`src/design/utf8_to_utf16_console_decoder_defines.svh`:
```
// Assertion macros for the UTF-8 to UTF-16 console decoder.
`ifndef UTF8_TO_UTF16_CONSOLE_DECODER_DEFINES_SVH
`define UTF8_TO_UTF16_CONSOLE_DECODER_DEFINES_SVH
`ifndef SYNTHESIS
`define U8U16_ASSERT(lbl, clk, rst_n, prop) \
	lbl: assert property (@(posedge clk) disable iff (!rst_n) prop) \
		else $error("u8u16 assertion failed");
`define U8U16_ASSERT_NEVER(lbl, clk, rst_n, expr) \
	lbl: assert property (@(posedge clk) disable iff (!rst_n) !(expr)) \
		else $error("u8u16 forbidden condition seen");
`else
`define U8U16_ASSERT(lbl, clk, rst_n, prop)
`define U8U16_ASSERT_NEVER(lbl, clk, rst_n, expr)
`endif
`endif

```
`src/design/u8u16_pkg.sv`:
```
// Shared constants and types of the UTF-8 to UTF-16 console decoder.
package u8u16_pkg;

	localparam int Q_DEPTH = 2;

	localparam logic [15:0] UNIT_INVALID = 16'hFFFE;
	localparam logic [15:0] UNIT_ZWNBSP  = 16'hFEFF;
	localparam logic [15:0] UNIT_QMARK   = 16'h003F;
	localparam logic [15:0] UNIT_LF      = 16'h000A;
	localparam logic [15:0] UNIT_CR      = 16'h000D;

	localparam logic [7:0] LEAD_MIN  = 8'hC2;
	localparam logic [7:0] LEAD_MAX  = 8'hEF;
	localparam logic [7:0] LEAD3_MIN = 8'hE0;

	typedef struct packed {
		logic [15:0] unit;
		logic        nl;
	} q_entry_t;

	typedef struct packed {
		logic     valid;
		q_entry_t entry;
	} q_port_t;

endpackage

```
`src/design/u8u16_byte_if.sv`:
```
// Byte input channel: valid/ready handshake carrying one UTF-8 byte.
interface u8u16_byte_if;
	logic       valid;
	logic       ready;
	logic [7:0] in_byte;

	modport source (output valid, output in_byte, input ready);
	modport sink (input valid, input in_byte, output ready);
endinterface

```
`src/design/u8u16_unit_if.sv`:
```
// Code unit output channel: valid/ready handshake carrying one UTF-16 unit.
interface u8u16_unit_if;
	logic        valid;
	logic        ready;
	logic [15:0] code_unit;
	logic        last;

	modport source (output valid, output code_unit, output last, input ready);
	modport sink (input valid, input code_unit, input last, output ready);
endinterface

```
`src/design/utf8_to_utf16_console_decoder.sv`:
```
// Top level of the UTF-8 to UTF-16 console decoder.
//
// bytes: valid/ready channel of UTF-8 bytes, one item per cycle while the queue is not full.
// units: valid/ready channel of 16-bit console code units with a last flag
//        that marks the final unit caused by one byte.
// A byte accepted on bytes enters the queue, then moves into the back end's
// output register, from which its first unit shows on units; a stall on
// units can hold it in the queue.
// Sustained rate is one byte per cycle while the queue has space. A newline
// yields CR (last low), then LF, through the single output register.
// With the default two-entry queue, each newline in a gapless stream fills
// the queue and stalls bytes; an idle input cycle absorbs it instead.
// Lead bytes, the middle byte of a three-byte form and a decoded U+FEFF
// produce no unit. Invalid input and a decoded U+FFFE produce '?'.
// When units stalls, the output holds its unit, the queue fills, and then
// bytes.ready drops until space frees up.
// Reset clears the pending sequence, the queue and the output valid; the
// block accepts bytes as soon as reset is released.
module utf8_to_utf16_console_decoder #(
	parameter int Q_DEPTH = u8u16_pkg::Q_DEPTH
) (
	input  logic         clk,
	input  logic         arst_n,
	u8u16_byte_if.sink   bytes,
	u8u16_unit_if.source units
);
	import u8u16_pkg::*;

	q_port_t push, head;
	logic    q_full, pop;

	u8u16_front u_front (
		.clk    (clk),
		.arst_n (arst_n),
		.bytes  (bytes),
		.q_full (q_full),
		.push   (push)
	);

	u8u16_queue #(
		.DEPTH (Q_DEPTH)
	) u_queue (
		.clk    (clk),
		.arst_n (arst_n),
		.push   (push),
		.full   (q_full),
		.head   (head),
		.pop    (pop)
	);

	u8u16_back u_back (
		.clk    (clk),
		.arst_n (arst_n),
		.head   (head),
		.pop    (pop),
		.units  (units)
	);
endmodule

```
`src/design/u8u16_front.sv`:
```
// Front end: accepts bytes, tracks the pending sequence, decodes units.
`include "utf8_to_utf16_console_decoder_defines.svh"
module u8u16_front (
	input  logic               clk,
	input  logic               arst_n,
	u8u16_byte_if.sink         bytes,
	input  logic               q_full,
	output u8u16_pkg::q_port_t push
);
	import u8u16_pkg::*;

	logic [7:0]  lead_q, mid_q;
	logic [7:0]  lead_d, mid_d;
	logic [15:0] unit_raw, unit_fix;
	logic [7:0]  b;
	logic        accept;

	assign b           = bytes.in_byte;
	assign bytes.ready = !q_full;
	assign accept      = bytes.valid && bytes.ready;

	always_comb begin
		unit_raw = UNIT_INVALID;
		lead_d   = lead_q;
		mid_d    = mid_q;
		if (!b[7]) begin
			if (lead_q == 8'h00) begin
				unit_raw = {8'h00, b};
			end else begin
				lead_d = 8'h00;
				mid_d  = 8'h00;
			end
		end else if (!b[6]) begin
			if (lead_q != 8'h00) begin
				if (lead_q < LEAD3_MIN) begin
					unit_raw = {5'b0, lead_q[4:0], b[5:0]};
					lead_d   = 8'h00;
					mid_d    = 8'h00;
				end else if (mid_q == 8'h00) begin
					mid_d    = b;
					unit_raw = UNIT_ZWNBSP;
				end else begin
					unit_raw = {lead_q[3:0], mid_q[5:0], b[5:0]};
					lead_d   = 8'h00;
					mid_d    = 8'h00;
				end
			end
		end else if (b >= LEAD_MIN && b <= LEAD_MAX) begin
			lead_d   = b;
			mid_d    = 8'h00;
			unit_raw = UNIT_ZWNBSP;
		end else begin
			lead_d = 8'h00;
			mid_d  = 8'h00;
		end
		unit_fix = (unit_raw == UNIT_INVALID) ? UNIT_QMARK : unit_raw;
	end

	assign push.valid      = accept && (unit_fix != UNIT_ZWNBSP);
	assign push.entry.unit = unit_fix;
	assign push.entry.nl   = (unit_fix == UNIT_LF);

	always_ff @(posedge clk or negedge arst_n) begin
		if (!arst_n) begin
			lead_q <= 8'h00;
			mid_q  <= 8'h00;
		end else if (accept) begin
			lead_q <= lead_d;
			mid_q  <= mid_d;
		end
	end

	`U8U16_ASSERT(a_lead_range, clk, arst_n,
		(lead_q == 8'h00) || (lead_q >= LEAD_MIN && lead_q <= LEAD_MAX))
	`U8U16_ASSERT(a_mid_needs_3byte_lead, clk, arst_n,
		(mid_q != 8'h00) |-> (lead_q >= LEAD3_MIN && mid_q[7:6] == 2'b10))
endmodule

```
`src/design/u8u16_queue.sv`:
```
// Short FIFO between the decode front end and the output back end.
`include "utf8_to_utf16_console_decoder_defines.svh"
module u8u16_queue #(
	parameter int DEPTH = u8u16_pkg::Q_DEPTH
) (
	input  logic               clk,
	input  logic               arst_n,
	input  u8u16_pkg::q_port_t push,
	output logic               full,
	output u8u16_pkg::q_port_t head,
	input  logic               pop
);
	import u8u16_pkg::*;

	localparam int PTR_W = (DEPTH > 1) ? $clog2(DEPTH) : 1;
	localparam int CNT_W = $clog2(DEPTH + 1);

	q_entry_t         mem [DEPTH];
	logic [PTR_W-1:0] wr_ptr_q, rd_ptr_q;
	logic [CNT_W-1:0] count_q;
	logic             do_push, do_pop;

	assign full       = (count_q == CNT_W'(DEPTH));
	assign do_push    = push.valid && !full;
	assign do_pop     = pop && head.valid;
	assign head.valid = (count_q != '0);
	assign head.entry = mem[rd_ptr_q];

	always_ff @(posedge clk) begin
		if (do_push) begin
			mem[wr_ptr_q] <= push.entry;
		end
	end

	always_ff @(posedge clk or negedge arst_n) begin
		if (!arst_n) begin
			wr_ptr_q <= '0;
			rd_ptr_q <= '0;
			count_q  <= '0;
		end else begin
			if (do_push) begin
				wr_ptr_q <= (wr_ptr_q == PTR_W'(DEPTH - 1)) ? '0 : wr_ptr_q + 1'b1;
			end
			if (do_pop) begin
				rd_ptr_q <= (rd_ptr_q == PTR_W'(DEPTH - 1)) ? '0 : rd_ptr_q + 1'b1;
			end
			if (do_push && !do_pop) begin
				count_q <= count_q + 1'b1;
			end else if (do_pop && !do_push) begin
				count_q <= count_q - 1'b1;
			end
		end
	end

	`U8U16_ASSERT_NEVER(a_push_when_full, clk, arst_n, push.valid && full)
	`U8U16_ASSERT_NEVER(a_pop_when_empty, clk, arst_n, pop && !head.valid)
endmodule

```
`src/design/u8u16_back.sv`:
```
// Back end: drains queued units into the output register, splitting newline into CR LF.
`include "utf8_to_utf16_console_decoder_defines.svh"
module u8u16_back (
	input  logic               clk,
	input  logic               arst_n,
	input  u8u16_pkg::q_port_t head,
	output logic               pop,
	u8u16_unit_if.source       units
);
	import u8u16_pkg::*;

	logic        valid_q, cr_sent_q, last_q;
	logic [15:0] unit_q;
	logic        load, first_of_nl;

	assign load        = !valid_q || units.ready;
	assign first_of_nl = head.entry.nl && !cr_sent_q;
	assign pop         = load && head.valid && !first_of_nl;

	assign units.valid     = valid_q;
	assign units.code_unit = unit_q;
	assign units.last      = last_q;

	always_ff @(posedge clk or negedge arst_n) begin
		if (!arst_n) begin
			valid_q   <= 1'b0;
			cr_sent_q <= 1'b0;
		end else if (load) begin
			valid_q <= head.valid;
			if (head.valid) begin
				cr_sent_q <= first_of_nl;
			end
		end
	end

	always_ff @(posedge clk) begin
		if (load && head.valid) begin
			if (first_of_nl) begin
				unit_q <= UNIT_CR;
				last_q <= 1'b0;
			end else begin
				unit_q <= head.entry.unit;
				last_q <= 1'b1;
			end
		end
	end

	`U8U16_ASSERT(a_not_last_is_cr, clk, arst_n,
		(valid_q && !last_q) |-> (unit_q == UNIT_CR))
	`U8U16_ASSERT(a_cr_then_lf, clk, arst_n,
		(valid_q && units.ready && !last_q) |=> (valid_q && last_q && unit_q == UNIT_LF))
endmodule

```
`src/flat_wrapper.sv`:
```
// flat-port wrapper written by rule: the top's interface ports become plain ports
module utf8_to_utf16_console_decoder_flat import u8u16_pkg::*;
#(
	parameter int Q_DEPTH = u8u16_pkg::Q_DEPTH
)
  (clk, arst_n, bytes_valid, bytes_in_byte, bytes_ready, units_valid, units_code_unit, units_last, units_ready);
  u8u16_byte_if bytes_i ();
  u8u16_unit_if units_i ();
  input  logic clk;
  input  logic arst_n;
  input wire logic [$bits(bytes_i.valid)-1:0] bytes_valid;
  input wire logic [$bits(bytes_i.in_byte)-1:0] bytes_in_byte;
  output wire logic [$bits(bytes_i.ready)-1:0] bytes_ready;
  output wire logic [$bits(units_i.valid)-1:0] units_valid;
  output wire logic [$bits(units_i.code_unit)-1:0] units_code_unit;
  output wire logic [$bits(units_i.last)-1:0] units_last;
  input wire logic [$bits(units_i.ready)-1:0] units_ready;
  assign bytes_i.valid = bytes_valid;
  assign bytes_i.in_byte = bytes_in_byte;
  assign bytes_ready = bytes_i.ready;
  assign units_valid = units_i.valid;
  assign units_code_unit = units_i.code_unit;
  assign units_last = units_i.last;
  assign units_i.ready = units_ready;
  utf8_to_utf16_console_decoder #(.Q_DEPTH(Q_DEPTH)) u_core (.clk(clk), .arst_n(arst_n), .bytes(bytes_i), .units(units_i));
endmodule
```
`config.mk`:
```
export PLATFORM = sky130hd
export DESIGN_NAME = utf8_to_utf16_console_decoder_flat
export DESIGN_NICKNAME = d
export VERILOG_FILES = /design/src/design/u8u16_pkg.sv /design/src/design/u8u16_byte_if.sv /design/src/design/u8u16_unit_if.sv /design/src/design/utf8_to_utf16_console_decoder.sv /design/src/design/u8u16_front.sv /design/src/design/u8u16_queue.sv /design/src/design/u8u16_back.sv /design/src/flat_wrapper.sv
export VERILOG_INCLUDE_DIRS = /design/src /design/src/design
export SDC_FILE = /design/constraint.sdc
export NUM_CORES = 1
export LEC_CHECK = 0
export BUFFER_PORTS_ARGS = -buffer_cell sky130_fd_sc_hd__buf_4
export CAP_MARGIN = 0
export CORE_MARGIN = 5
export CORE_UTILIZATION = 44
export DETAILED_ROUTE_END_ITERATION = 10
export GPL_ROUTABILITY_DRIVEN = 0
export GPL_TIMING_DRIVEN = 0
export RECOVER_POWER = 50
export SLEW_MARGIN = 0
export SYNTH_ARGS = -nofsm -noshare
export SYNTH_HDL_FRONTEND = slang
export SYNTH_SLANG_ARGS = --single-unit
```
`constraint.sdc`:
```
create_clock -name clk -period 3.1 [get_ports clk]
set_input_delay 0.62 -clock clk [delete_from_list [all_inputs] [get_ports clk]]
set_output_delay 0.62 -clock clk [all_outputs]
set_load 0.005 [all_outputs]
```
# Word level (Yosys, flattened, before mapping)

Memory sizes are Yosys's and may differ from the RTL's.
Cells that the tools add are included.

Equality and inequality tests: 7
$add $sub $neg: 4
Muxes and demuxes: 27
Reductions and logical operators: 25
Magnitude comparators: 3

Operator list:

| operator                                                 | number |
|---|---|
| two-way mux 16 bit                                       | 7 |
| two-way mux 8 bit                                        | 12 |
| equality test 16 bit, second input constant              | 1 |
| equality test 16 x 4 -> 1 bit, second input constant     | 1 |
| zero test 8 bit                                          | 2 |
| inequality test 16 bit, second input constant            | 1 |
| logical AND 1 bit                                        | 10 |
| two-way mux 9 bit                                        | 1 |
| greater-or-equal comparator 8 bit, second input constant | 1 |
| <= comparator 8 bit, second input constant               | 1 |
| less-than comparator 8 bit, second input constant        | 1 |
| nonzero test 8 bit                                       | 1 |
| zero test 1 bit                                          | 6 |
| two-way mux 1 bit                                        | 5 |
| two-way mux 2 bit                                        | 2 |
| inequality test 4 bit, second input constant             | 1 |
| AND reduction 4 bit                                      | 1 |
| nonzero test 2 bit                                       | 2 |
| inequality test 3 x 2 -> 1 bit, second input constant    | 1 |
| AND reduction 3 bit                                      | 1 |
| adder 1 bit, second input constant                       | 2 |
| adder 2 x 1 -> 2 bit, second input constant              | 1 |
| equality test 2 bit, second input constant               | 1 |
| inequality test 2 bit, second input constant             | 1 |
| other kinds (3)                                          | 3 |

Input bits: 12
Memories: 1
Logic and storage cells: 76
Bits in writable memories: 34
Output and inout port bits: 19
Register bits after elaboration: 39

Memories:

| memory             | words | width | rd ports | clocked after memory_dff | wr ports | RTL line          | text |
|---|---|---|---|---|---|---|---|
| u_core.u_queue.mem | 2     | 17    | 1        | 0                        | 1        | u8u16_queue.sv:18 | `q_entry_t mem [DEPTH];` |

# Depth between registers and ports, before layout

Gate-level depths: netlist (run 1).

Depth after elaboration: 15
Mapped depth: 11
Mapped depth without buffers: 10

# Modules after synthesis

From an unflattened synthesis (run 1), not the netlist that was laid out.

Cell total of the unflattened synthesis: 218
Area total of the unflattened synthesis: 3204.3 sq um

Modules (own cells, without submodules):

| module      | area an instance (sq um) | instances | cells an instance | seq. area each (sq um) |
|---|---|---|---|---|
| u8u16_queue | 1477.7                   | 1         | 72                | 1121.1 |
| u8u16_front | 984.7                    | 1         | 102               | 350.3 |
| u8u16_back  | 742.0                    | 1         | 44                | 560.5 |

# Least setup slack after synthesis (run 1)

OpenSTA, ideal clock, no wires.

Kind: in2reg
Start point: input port bytes_in_byte[7]
End point: memory u_core.u_queue.mem[1][0] (netlist name), enable pin
Stages on the path: 6
Buffers on the path: 0
Setup time: 391 ps
Data required time: 2709 ps
Arrival time: 2504 ps
Setup slack: 206 ps
Cell sequence: or4_1 nor2_1 a21o_1 and2_1 o311ai_4 nor2_1

Word-level cells in the longest chain between the ends: 12
Elaborated cells on any way between the ends: 13
Classes of those cells: 2 x order compare; 2 x eq/ne; 6 x mux; 3 x reduce/logical

RTL lines:

| item                                                                            | RTL line           | text |
|---|---|---|
| start, declared                                                                 | flat_wrapper.sv:12 | `input wire logic [$bits(bytes_i.in_byte)-1:0] bytes_in_byte;` |
| greater-or-equal comparator 8 bit / <= comparator 8 bit (equally long branches) | u8u16_front.sv:48  | `end else if (b >= LEAD_MIN && b <= LEAD_MAX) begin` |
| logical AND 1 bit                                                               | u8u16_front.sv:48  |  |
| two-way mux 9 bit                                                               | u8u16_front.sv:48  |  |
| two-way mux 16 bit                                                              | u8u16_front.sv:33  | `end else if (!b[6]) begin` |
| two-way mux 16 bit *                                                            | u8u16_front.sv:26  | `if (!b[7]) begin` |
| equality test 16 bit                                                            | u8u16_front.sv:56  | `unit_fix = (unit_raw == UNIT_INVALID) ? UNIT_QMARK : unit_raw;` |
| two-way mux 16 bit *                                                            | u8u16_front.sv:56  |  |
| inequality test 16 bit *                                                        | u8u16_front.sv:59  | `assign push.valid = accept && (unit_fix != UNIT_ZWNBSP);` |
| logical AND 1 bit *                                                             | u8u16_front.sv:59  |  |
| logical AND 1 bit *                                                             | u8u16_queue.sv:24  | `assign do_push = push.valid && !full;` |
| two-way mux 1 bit *                                                             | u8u16_queue.sv:30  | `if (do_push) begin` |
| two-way mux 1 bit (not written as such) *                                       | u8u16_queue.sv:31  | `mem[wr_ptr_q] <= push.entry;` |
| end, declared                                                                   | u8u16_queue.sv:18  |  |

Mark *: on every way between the ends. The rest lies on a longest branch, timed or not.

# Worst setup path in the final report (run 1)

Start point: register u_core.u_front.lead_q[2]
End point: register u_core.u_queue.count_q[1]

Word-level cells in the longest chain between the ends: 13
Elaborated cells on any way between the ends: 19
Classes of those cells: 1 x order compare; 2 x eq/ne; 8 x mux; 8 x reduce/logical

RTL lines:

| item                                                                    | RTL line                             | text |
|---|---|---|
| start, declared                                                         | u8u16_front.sv:12                    | `logic [7:0] lead_q, mid_q;` |
| start signal, assigned                                                  | u8u16_front.sv:68                    | `lead_q <= lead_d;` |
| less-than comparator 8 bit / two-way mux 16 bit (equally long branches) | u8u16_front.sv:35, u8u16_front.sv:39 |  |
| two-way mux 16 bit                                                      | u8u16_front.sv:35                    | `if (lead_q < LEAD3_MIN) begin` |
| two-way mux 16 bit                                                      | u8u16_front.sv:34                    | `if (lead_q != 8'h00) begin` |
| two-way mux 16 bit                                                      | u8u16_front.sv:33                    |  |
| two-way mux 16 bit *                                                    | u8u16_front.sv:26                    |  |
| equality test 16 bit                                                    | u8u16_front.sv:56                    |  |
| two-way mux 16 bit *                                                    | u8u16_front.sv:56                    |  |
| inequality test 16 bit *                                                | u8u16_front.sv:59                    |  |
| logical AND 1 bit *                                                     | u8u16_front.sv:59                    |  |
| logical AND 1 bit *                                                     | u8u16_queue.sv:24                    |  |
| net u_core.u_queue.do_push                                              | u8u16_queue.sv:21                    | `logic do_push, do_pop;` |
| zero test 1 bit                                                         | u8u16_queue.sv:49                    | `end else if (do_pop && !do_push) begin` |
| logical AND 1 bit                                                       | u8u16_queue.sv:49                    |  |
| nonzero test 2 bit (no source line)                                     | n/a                                  |  |
| end signal, assigned                                                    | u8u16_queue.sv:48                    | `count_q <= count_q + 1'b1;` |
| end signal, assigned                                                    | u8u16_queue.sv:50                    | `count_q <= count_q - 1'b1;` |
| end, declared                                                           | u8u16_queue.sv:20                    | `logic [CNT_W-1:0] count_q;` |

The timed path passes the listed nets; every way through them passes the cells marked *.
A chain may end at the register's enable or synchronous reset.

==> key figures, run 1 <==
Routing
  • Residual DRC count: 0
  • Initial DRC count: 92
  • Routed length per placed instance: about 16 µm
  • Vias: around 1900
  • DRT antenna net count: 0
  • Drt first pass iters: 4
  • Final WL: between 5 and 6 mm
  • Vias per cell: 5.35

Setup path
  • Critical setup path kind: flip-flop to flip-flop
  • Setup crit end kind: flip-flop
  • CP max FO: 6
  • Reg2reg end: u_core.u_queue.count_q[1]
  • Reg-to-reg startpoint: u_core.u_front.lead_q[2]
  • Critical path startpoint category: flip-flop
  • R2R cell count: 10
  • R2R setup slack: between 0.2 and 0.3 ns
  • Arr. time, crit path: between 3 and 4 ns
  • Worst path required time: roughly 3.4 ns

Timing
  • Tcrit/Tclk final: between 90% and 100%
  • Clock skew: between 0.006 and 0.007 ns
  • RSZ-0062 raised after global routing: no
  • Final setup viols: 0
  • F_max: between 0.3 and 0.4 GHz
  • Min Tclk post-route: ~2.8 ns
  • Hold Violations, Final: 0
  • Slew @ Worst Pin: around 1.1 ns
  • Pins Over Slew Limit: 0
  • Worst rel slew slack: about a quarter
  • Setup_tns: 0 ns
  • Post-route setup slack: between 0.2 and 0.3 ns

Global routing
  • Pin count of the biggest net entering global routing: 21
  • Global route overflow: 0
  • First-pass GRT wire length: about 9.5 mm
  • Tot GR Track Use: between 10% and 20%
  • Vias in the first global route: around 1900
  • Initial antenna violation count: 0

Cells and area
  • P&R area growth vs syn: 18.1%
  • Final Util: a little over half
  • Final #Nets: 288
  • Share of layout cells above drive strength 1: a little under a fifth
  • Post-route cell area: approximately 0.0036 mm²
  • Inserted Diodes: 0

Power
  • Reg power frac: around 44%
  • P_sw: ~0.0014 W
  • Peak VDD IR: between 0.0004 and 0.0005 V
  • P_int: ~0.0027 W
  • Combinational fraction of design power: between 30% and 40%
  • P_leak: approximately 1.4 nW
  • Net Sw Frac: between 30 and 40%
  • Power Total: between 0.004 and 0.005 W
  • P per Cell Area: between 1000 and 1500 mW/mm²
  • Share of power burned in the clock network: 18.5%

Clock network
  • CTS clk-pin slew, worst paths: approximately 0.07 ns
  • TritonCTS Buffers: 9
  • CTS sink cnt: 71
  • Worst skew pair latency: about 0.34 ns
  • Clock Root Buffer: clkbuf_8
  • H-tree Lvls: 3
  • CTS tree: done
  • Hold buffers post-CTS: 0
  • Clk buf depth: 2

Synth
  • Post-synth top area share: between 50% and 60%
  • Top post-synthesis cells by area: edfxtp_1, dfrtp_1, mux2i_1, nand2_1, nor2_1
  • Yosys warnings: 0
  • Cell area after synthesis: between 0.003 and 0.004 mm²
  • Mapped Avg Cell Area: ~13 µm²
  • Largest area contributor in the netlist: edfxtp_1
  • Yosys reg bits: just over 70
  • Post-synth net total: 246
  • Synth Instances: about 230
  • Yosys cell types: 38
  • Seq/Total Area, Yosys: between 60% and 70%

Placed design
  • Dpl cell area: 0.00337 mm²
  • Port Buffer Count: 30
  • Post-DP HPWL: between 4 and 5 mm
  • Dpl ws: -0.0533 ns

Floorplanning
  • Die Wd: between 90 and 100 µm
  • I/O pins: 31
  • CORE AREA: between 0.006 and 0.007 mm²
  • Die H: 92.9 µm
  • DIE AREA: ~0.0086 mm²
  • Initial Utilization: roughly 45%
  • Cell row count: 30

Job
  • Max Cap Viol: 0

Run status
  • Status: completed

Min path
  • Min-Delay Path Class: primary input to async pin
repair_timing:
item                                    CTS  global route
hold endpoints to repair                  0             0
setup buffers                             0             0
endpoints found under the setup margin    0            34
resized for setup                         0             2
metal layers:
metal  global-route usage, %  share of wire, %
met1                    18.4                45
met2                    23.1                49
met3                    4.14               4.7
met4                    5.98               1.5
met5                       0                 0
sequential cells by signal, indices dropped and copies added (netlist names), 2 cells and up:
name	cells
u_core.u_back.units.code_unit	16
u_core.u_front.lead_q	7
u_core.u_front.mid_q	7
u_core.u_queue.count_q	2
u_core.u_queue.mem	34
worst max-delay path: stages, from the launching register on:
cell      delay [ns]
dfrtp_1         0.46
or4_1           0.59
nor2_1          0.23
a311o_1         0.25
nand2_1         0.13
o311ai_4        0.39
inv_1           0.09
ha_1            0.22
xor2_1          0.15
nor2_1          0.11
xor2_1          0.16
stage by stage:
stage          cells  hold WS (ns)
2_1_floorplan    233         0.324
3_3_place_gp     343         0.470
3_5_place_dp     344         0.479
4_1_cts          360         0.147
5_1_grt          360         0.464
6_report         360         0.471
logic make-up (layout without fill, tap and decap cells):
family                   count (synthesis)  after routing  synth area share (%)
AND/OR/NAND/NOR                         89             89                  14.0
flip-flops                              71             71                  67.2
AO/OA/AOI/OAI                           34             34                  8.36
multiplexers                            20             20                  6.71
buffers and inverters                   13             60                  1.86
XOR/XNOR                                 5              5                  1.45
adder cells (fa/ha/maj)                  1              1                 0.414
power by group through the flow:
stage,Clock (W),Sequential [W],Combinational (W)
floorplan,0,0.00184,0.00106
global placement,0,0.00185,0.00157
detailed placement,0,0.00186,0.00162
CTS,0.000795,0.00184,0.00162
global route,0.000839,0.00188,0.00176
finish,0.000775,0.00184,0.00157
synthesized netlist by cell type:
cell type,number
o31a_1,1
xor2_1,2
a22o_1,6
a311o_1,1
and2_1,4
nor3_1,5
dfrtp_1,20
buf_4,2
a211o_1,1
nand2_1,32
a21o_1,2
nor4_2,1
inv_1,6
buf_1,1
clkbuf_1,4
a31oi_1,1
edfxtp_1,51
a211oi_1,1
o211a_1,1
nor2_1,23
or4_4,1
nand3_1,5
nor4_1,2
ha_1,1
mux2_2,2
o21ai_0,8
o311ai_4,1
mux2i_1,18
o21bai_1,1
nand4_1,4
or4_1,2
xnor2_1,3
a211oi_2,1
a21oi_1,8
a21boi_0,1
nor2b_2,1
nand2b_1,8
nor2b_1,1
layout make-up:
| cell class | instances | area, µm² |
|---|---|---|
| tap | 80 | 100 |
| inverter | 6 | 22.5 |
| multi-input combinational | 149 | 946 |
| sequential | 71 | 2030 |
| timing repair buffer | 31 | 225 |
| buffer | 7 | 33.8 |
| clock inverter | 7 | 87.6 |
| fill | 593 | 3190 |
| clock buffer | 9 | 124 |
placed cells by master (no fill, tap or decap), drive strengths merged, types with 2 or more instances in the layout:
cell	count
nand4	4
bufinv	2
nand2b	8
nor3	5
inv	6
nor2	23
nor2b	2
clkbuf	35
a21oi	8
clkinvlp	2
a211oi	2
mux2i	18
or4	3
dfrtp	20
nand3	5
a22o	6
xor2	2
mux2	2
a21o	2
buf	12
nand2	32
nor4	3
xnor2	3
and2	4
o21ai	8
edfxtp	51
clkinv	3
worst max path at each step:
stage / start / endpoint / slack (ns) / depth (start not counted)
final: u_core.u_front.lead_q[2] / u_core.u_queue.count_q[1] / 0.25 / 10
after global routing: u_core.u_front.lead_q[2] / u_core.u_queue.mem[0][13] / 0.03 / 6
after CTS: u_core.u_front.lead_q[2] / u_core.u_queue.mem[1][6] / 0.06 / 6
after detailed placement: bytes_in_byte[7] / u_core.u_queue.mem[1][10] / -0.05 / 7
after global placement: bytes_in_byte[7] / u_core.u_queue.mem[1][10] / -0.50 / 7
after floorplan: bytes_in_byte[7] / u_core.u_queue.mem[1][0] / 0.21 / 6
Power figures use the tool's default switching activity.
==> run 2: changes to the inputs <==
CORE_ASPECT_RATIO = 1.1   (was unset)
==> key figures, run 2 (synthesis results as in run 1) <==
Run status
  • Status: completed (unchanged)

Cells and area
  • Most frequent cells in the layout: edfxtp_1, nand2_1, nor2_1 (unchanged)
  • Register name with the most flops: u_core.u_queue.mem (unchanged)
  • Register area: 0.00203 mm² (unchanged)
  • Most common cell after layout, fill and taps aside: edfxtp_1 (unchanged)
  • Filler cells: 572 (was 593)
  • P&R area growth vs syn: 16.1% (was 18.1%)
  • Max reg flops: 34 (unchanged)
  • Multi-input gate area: 940 µm² (was 946 µm²)
  • Share of layout cells above drive strength 1: 18.3% (was 18.9%)
  • Inserted Diodes: 0 (unchanged)
  • Final #Nets: 288 (unchanged)
  • Post-route cell area: 0.00351 mm² (was 0.00357 mm²)
  • Fin cells: 361 (was 360)

Global routing
  • Vias in the first global route: 1898 (was 1872)
  • Initial antenna violation count: 0 (unchanged)
  • First-pass GRT wire length: 9.40 mm (was 9.47 mm)
  • Pin count of the biggest net entering global routing: 21 (unchanged)
  • Tot GR Track Use: 14.4% (was 14.5%)
  • Global route overflow: 0 (unchanged)

Timing
  • Final setup viols: 0 (unchanged)
  • Hold slack: 0.469 ns (was 0.471 ns)
  • RSZ-0062 raised after global routing: yes (was no)
  • Worst rel slew slack: 27.2% (was 26.4%)
  • Slew @ Worst Pin: 1.09 ns (was 1.10 ns)
  • Hold Violations, Final: 0 (unchanged)
  • Clock skew: 0.00968 ns (was 0.00651 ns)
  • Tcrit/Tclk final: 99.2% (was 91.9%)
  • Pins Over Slew Limit: 0 (unchanged)
  • Min Tclk post-route: 3.07 ns (was 2.85 ns)
  • F_max: 0.325 GHz (was 0.351 GHz)

Power
  • P_int: 0.00259 W (was 0.00274 W)
  • Share of power burned in the clock network: 14.9% (was 18.5%)
  • Combinational fraction of design power: 39.3% (was 37.6%)
  • Net Sw Frac: 35.6% (was 34.5%)
  • Reg power frac: 45.8% (was 43.9%)
  • P_sw: 0.00143 W (was 0.00144 W)
  • P_leak: 1.37 nW (was 1.40 nW)
  • P per Cell Area: 1140 mW/mm² (was 1170 mW/mm²)
  • Peak VDD IR: 0.000578 V (was 0.000494 V)

Setup path
  • Critical setup path kind: flip-flop to flip-flop (unchanged)
  • Worst path required time: 3.05 ns (was 3.35 ns)
  • CP startpoint: u_core.u_front.lead_q[2] (unchanged)
  • Arr. time, crit path: 3.02 ns (was 3.10 ns)
  • CP max FO: 17 (was 6)
  • Reg-to-reg startpoint: u_core.u_front.lead_q[2] (unchanged)
  • Critical path startpoint category: flip-flop (unchanged)
  • Setup crit end kind: flip-flop (unchanged)

Floorplanning
  • CORE AREA: 0.00663 mm² (was 0.00676 mm²)
  • Initial Utilization: 45.6% (was 44.7%)
  • Die Wd: 89.0 µm (was 92.9 µm)
  • I/O pins: 31 (unchanged)
  • Die H: 96.9 µm (was 92.9 µm)
  • DIE AREA: 0.00863 mm² (about the same)
  • Cell row count: 31 (was 30)

Clock network
  • Clk buf depth: 2 (unchanged)
  • Post-CTS Repair Setup Buffers: 0 (unchanged)
  • TritonCTS Buffers: 9 (unchanged)
  • CTS sink cnt: 71 (unchanged)
  • PostCTS Resize Cnt: 0 (unchanged)
  • CTS clk-pin slew, worst paths: 0.07 ns (about the same)
  • Worst skew pair latency: 0.33 ns (was 0.34 ns)
  • CTS tree: done (unchanged)
  • H-tree Lvls: 3 (unchanged)
  • Clock Root Buffer: clkbuf_8 (unchanged)
  • Hold buffers post-CTS: 0 (unchanged)

Routing
  • Final WL: 5.72 mm (was 5.65 mm)
  • Vias: 1919 (was 1925)
  • Residual DRC count: 0 (unchanged)
  • DRT antenna net count: 0 (unchanged)
  • Drt first pass iters: 4 (unchanged)
  • Vias per cell: 5.32 (was 5.35)
  • Initial DRC count: 194 (was 92)
  • Routed length per placed instance: 15.8 µm (was 15.7 µm)

Job
  • Max Cap Viol: 0 (unchanged)

Placed design
  • Dpl cell area: 0.00337 mm² (about the same)
  • Port Buffer Count: 30 (unchanged)
  • Post-DP HPWL: 4.00 mm (was 4.05 mm)
  • Dpl cells: 346 (was 344)

Min path
  • Min-Delay Path Class: primary input to async pin (unchanged)
==> run 2: final timing paths <==
path                                                   to  slack, ns  cells after the start
max in group asynchronous       u_core.u_back.units.valid       1.97                      1
worst max register to register   u_core.u_queue.mem[0][3]       0.03                      6
worst min register to register    u_core.u_front.mid_q[7]       0.49                      1
min in group clk                u_core.u_back.units.valid       0.48                      2
worst max-delay path             u_core.u_queue.mem[0][3]       0.03                      6
worst min-delay path              u_core.u_back.cr_sent_q       0.47                      1
==> run 2: layout make-up <==
class	instances	area share, %
clock inverter	5	0.749
timing repair buffer	31	6.42
buffer	7	0.963
sequential	71	57.9
clock buffer	10	3.64
multi-input combinational	149	26.8
inverter	6	0.642
tap	82	2.92
==> run 2: stage by stage <==
stage / total power, W / setup TNS (ns) / worst slack (ns) / util [%]
3_3_place_gp: 0.00341 / -16.13 / -0.473 / 50.5
2_1_floorplan: 0.00290 / 0 / 0.206 / -
5_1_grt: 0.00431 / -5.23 / -0.164 / 52.9
4_1_cts: 0.00409 / 0 / 0.0412 / 53.2
6_report: 0.00402 / 0 / 0.0254 / 52.9
3_5_place_dp: 0.00348 / -1.33 / -0.0402 / 50.9
==> run 2: power groups by stage <==
stage / clock (W) / combinational [W] / sequential, W
after floorplan: 0 / 0.00106 / 0.00184
after CTS: 0.000619 / 0.00163 / 0.00184
final: 0.000599 / 0.00158 / 0.00184
after global placement: 0 / 0.00156 / 0.00185
after detailed placement: 0 / 0.00162 / 0.00186
after global routing: 0.000662 / 0.00177 / 0.00188
==> run 2: per-layer routing <==
layer  wire (µm)  vias up  global-route usage, %
met2        2750       47                   22.1
met5           0        -                      0
met4         126        0                   5.84
li1            -      933                      -
met3         268        9                   4.25
met1        2570      930                   18.9
==> run 2: worst max-delay path, stage by stage (launching register included) <==
cell	delay, ns
dfrtp_1	0.47
nor4_2	0.33
a21oi_1	0.16
a21boi_0	0.17
a211oi_1	0.59
o311ai_4	0.20
nor2_2	0.76
